File: src/hdl/gm3_pkg.sv
package gm3_pkg;

   localparam int MAX_WIDTH  = 1024;
   localparam int PIXEL_BITS = 8;

   localparam int COL_BITS      = $clog2(MAX_WIDTH);
   localparam int ROW_BITS      = 16;
   localparam int WIDTH_BITS    = 11;
   localparam int CSR_BITS      = 16;
   localparam int CSR_IDX_BITS  = 2;
   localparam int MODE_BITS     = 2;
   localparam int OUT_ROW_BITS  = 16;
   localparam int OUT_COL_BITS  = 10;
   localparam int VALUE_BITS    = 8;
   localparam int REQ_DATA_BITS = 8;
   localparam int RSP_DATA_BITS = 40;

   localparam int RESET_WIDTH  = 1024;
   localparam int RESET_HEIGHT = 1024;

   // configuration register indexes
   localparam logic [CSR_IDX_BITS-1:0] CSR_MODE   = 2'd0;
   localparam logic [CSR_IDX_BITS-1:0] CSR_WIDTH  = 2'd1;
   localparam logic [CSR_IDX_BITS-1:0] CSR_HEIGHT = 2'd2;

   // filter modes, the unused code acts as dilation
   localparam logic [MODE_BITS-1:0] MODE_DILATE   = 2'd0;
   localparam logic [MODE_BITS-1:0] MODE_ERODE    = 2'd1;
   localparam logic [MODE_BITS-1:0] MODE_GRADIENT = 2'd2;

   typedef logic [PIXEL_BITS-1:0] pixel_type;
   typedef logic [COL_BITS-1:0]   col_type;
   typedef logic [ROW_BITS-1:0]   row_type;

   // one window column, top to bottom
   typedef struct packed {
      pixel_type upper;
      pixel_type middle;
      pixel_type lower;
   } column_type;

   // one line buffer word: rows r-2 and r-1 at one column
   typedef struct packed {
      pixel_type upper;
      pixel_type middle;
   } line_pair_type;

   typedef struct packed {
      row_type   row;
      col_type   col;
      pixel_type value;
   } result_type;

   // position of a pixel inside the frame
   typedef struct packed {
      logic r_ge1;
      logic r_ge2;
      logic c_ge1;
      logic c_ge2;
      logic c_last;
      logic r_last;
   } pos_flags_type;

   function automatic pixel_type column_max(column_type col);
      pixel_type m;
      m = (col.upper > col.middle) ? col.upper : col.middle;
      return (col.lower > m) ? col.lower : m;
   endfunction

   function automatic pixel_type column_min(column_type col);
      pixel_type m;
      m = (col.upper < col.middle) ? col.upper : col.middle;
      return (col.lower < m) ? col.lower : m;
   endfunction

endpackage

File: src/hdl/gm3_column_cell.sv
module gm3_column_cell
   import gm3_pkg::*;
(
   input  logic       clock,
   input  logic       reset,
   input  logic       shift_en,
   input  column_type col_in,
   output column_type col_out,
   output pixel_type  col_max,
   output pixel_type  col_min
);

   column_type col_ff;

   always_ff @(posedge clock) begin
      if (reset) begin
         col_ff <= '0;
      end else if (shift_en) begin
         col_ff <= col_in;
      end
   end

   assign col_out = col_ff;
   assign col_max = column_max(col_ff);
   assign col_min = column_min(col_ff);

endmodule

File: config.mk
export PLATFORM = sky130hd
export DESIGN_NAME = gm3_column_cell
export DESIGN_NICKNAME = d
export VERILOG_FILES = /design/src/hdl/gm3_pkg.sv /design/src/hdl/gm3_column_cell.sv
export SDC_FILE = /design/constraint.sdc
export NUM_CORES = 1
export LEC_CHECK = 0
export ABC_AREA = 1
export BUFFER_PORTS_ARGS = -buffer_cell sky130_fd_sc_hd__buf_4
export CAP_MARGIN = 20
export CORE_MARGIN = 8
export CORE_UTILIZATION = 40
export DETAILED_ROUTE_END_ITERATION = 16
export GPL_ROUTABILITY_DRIVEN = 1
export PLACE_DENSITY = 0.74
export REMOVE_ABC_BUFFERS = 1
export SLEW_MARGIN = 40
export SYNTH_ARGS = -nofsm -noshare
export SYNTH_HDL_FRONTEND = slang
export SYNTH_SLANG_ARGS = --single-unit
File: constraint.sdc
create_clock -name clock -period 5.8 [get_ports clock]
set_clock_uncertainty 0.05 [all_clocks]
set_input_delay 0.58 -clock clock [delete_from_list [all_inputs] [get_ports clock]]
set_output_delay 0.58 -clock clock [all_outputs]
set_load 0.02 [all_outputs]
==> results.json <==
{
  "grt_usage": 0.135,
  "hold_buffers": 0,
  "die_x_um": 82.9,
  "ys_warn_count": 0,
  "yosysMostFrequentCell": "nand2_1",
  "synth_xor_area_frac": 0,
  "ys_top_cells_by_area": "dfxtp_1 (27%), nand2_1 (17%), ha_1 (16%)",
  "synthAdderAreaFrac": 0.161,
  "ir_drop_mv": 0.133,
  "drc": 0,
  "rows": 24,
  "antenna_found_initial": 0,
  "final_max_slew_viol_count": 0,
  "synth_common_cells": "nand2_1 (81), inv_1 (26), dfxtp_1 (24), ha_1 (23), a21oi_1 (20)",
  "grt_max_degree": 37,
  "tns_ps": 0,
  "nNetsFinal": 374,
  "syn_to_final_growth_pct": 32.9,
  "finalWorstPathRequiredPeriod_ps": 4350,
  "worstPathArrival_ps": 3720,
  "min_path_type": "register to register",
  "clk_pin_slew_ps": 90,
  "io_pins": 67,
  "vias": 1814,
  "slew_headroom": 0.564,
  "synth_top_family_by_area": "simple AND/OR/NAND/NOR gates",
  "fin_crit_sh": 0.750,
  "globalRouteOverflowTotal": 0,
  "synth_top_area_frac": 0.269,
  "start_util": 0.414,
  "design.core.area_mm2": 0.00432,
  "drive_above_1_share": 0.272,
  "largest_reg_flops": 24,
  "grt_pass1_wl_mm": 8.03,
  "syn_area_per_cell_um2": 6.83,
  "grtUsageMet2": 0.228,
  "first_iter_violations": 45,
  "syn_inst": 262,
  "h-tree-depth": 1,
  "clock_latency_ps": 270,
  "cts_inserted_buffers": 3,
  "hpwl_mm": 3.87,
  "port_buffers": 66,
  "num_antenna_cells": 0,
  "synth_compound_area_frac": 0.208,
  "status": "complete, no violations",
  "power.density_mw_per_mm2": 282,
  "yosysTopAreaCell": "dfxtp_1",
  "finalSetupViolCount": 0,
  "fill_cells": 425,
  "tritoncts": "yes",
  "ys.flop_type": "dfxtp_1",
  "routabilityCongestion": 0.830,
  "synth-seq-cells": 24,
  "antenna_left": 0,
  "postSynth.asyncResetShare": 0,
  "max-cap-violations": 0,
  "use_met1": 0.166,
  "rsz0062_at_grt": "false",
  "p_leak_uw": 0.00123,
  "die_h_um": 82.9,
  "drt-total-wl_mm": 4.82,
  "cts_resized": 0,
  "clockBufferDepth": 2,
  "cp-start-kind": "register",
  "ys_seq_area_frac": 0.269,
  "crit_required_ps": 5170,
  "max_freq_mhz": 230,
  "grt_util_met3": 0.0264,
  "wl_per_cell_um": 12.9,
  "firstDrtPassIters": 4,
  "end_kind": "output port",
  "cp_max_fo": 16,
  "top_usage_layer": "met2",
  "yosysUniqueCellTypes": 24,
  "worst_slew_pin_slew_ps": 653,
  "root_buffer": "clkbuf_8",
  "cts_setup_buffers": 0,
  "synth_edf_count": 0,
  "synth.area.mux_share": 0,
  "syn_area_mm2": 0.00179,
  "cts_sinks": 24,
  "hold_viol_final": 0,
  "grt_pass1_vias": 1708,
  "path_class": "register to output port",
  "fin_util": 0.550,
  "dieArea_mm2": 0.00687,
  "vias_per_cell": 4.84,
  "synth-simple-area-share": 0.279
}
[worst paths after layout]
kind              depth (start not counted)           to  slack, ps         from
setup / recovery                         16   col_max[2]       1450  col_out[15]
hold / removal                            2  col_out[21]        480  col_out[21]
setup reg to reg                          2  col_out[15]       4950  col_out[15]
hold reg to reg                           2  col_out[21]        480  col_out[21]
[metrics by stage]
stage	hold WS [ps]	setup slack, ps	std cells	instance area (um^2)	total power, uW
after CTS	478	1450	375	2380	680
after floorplan	519	1990	253	1750	405
after global routing	492	1000	375	2380	724
final	484	1450	375	2380	671
after global placement	466	1920	371	2310	525
after detailed placement	462	1780	371	2310	529
[routing by layer]
layer | share of wire | vias to the layer above
li1 | - | 991
met1 | 0.47 | 783
met2 | 0.48 | 36
met3 | 0.044 | 4
met4 | 0.011 | 0
met5 | 0 | -
[cell families (layout without fill, tap and decap cells)]
| family | Yosys count | count (layout) |
|---|---|---|
| AND/OR/NAND/NOR | 118 | 118 |
| AO/OA/AOI/OAI | 60 | 60 |
| buffers and inverters | 37 | 98 |
| flip-flops | 24 | 24 |
| adder cells (fa/ha/maj) | 23 | 23 |
[critical path, stage by stage, from the launching register on]
cell      delay [ps]
dfxtp_1          370
inv_1             90
ha_1             300
nand2_1           70
nor2_1           170
nand3_1          110
o21ai_2          530
o21ai_0          300
ha_1             360
nand2_1           70
nor2_1           140
nand2_1           70
o211ai_1          80
nand2_1          100
inv_1            300
o21ai_0          180
buf_4            190
[layout make-up]
type	count	area, um^2	share of cell area
Multi-Input combinational cell	201	1160	0.488
Timing Repair Buffer	66	495	0.208
Sequential cell	24	480	0.202
Inverter	28	106	0.0447
Tap cell	52	65.1	0.0274
Clock buffer	3	41.3	0.0174
Clock inverter	1	30.0	0.0126
[cells in the final DEF, fill, tap and decap left out]
master	count
a211oi_1	12
o21ai_2	8
nand4_1	1
nand3_1	11
clkinv_2	1
inv_2	1
o211ai_1	1
nand2_2	3
inv_1	26
nor2_4	1
ha_1	23
a211oi_2	1
nor2_1	17
nand2_1	81
o21ai_0	17
dfxtp_1	24
a21o_1	1
nand2_4	3
a21oi_1	20
bufinv_16	1
clkbuf_8	3
buf_4	66
and2_1	1
[report_power, final]
part	switching (uW)	internal (uW)	total (uW)
logic	206	129	335
clock network	56.7	92.3	149
registers	11.8	175	187
Power figures use the tool's default switching activity.
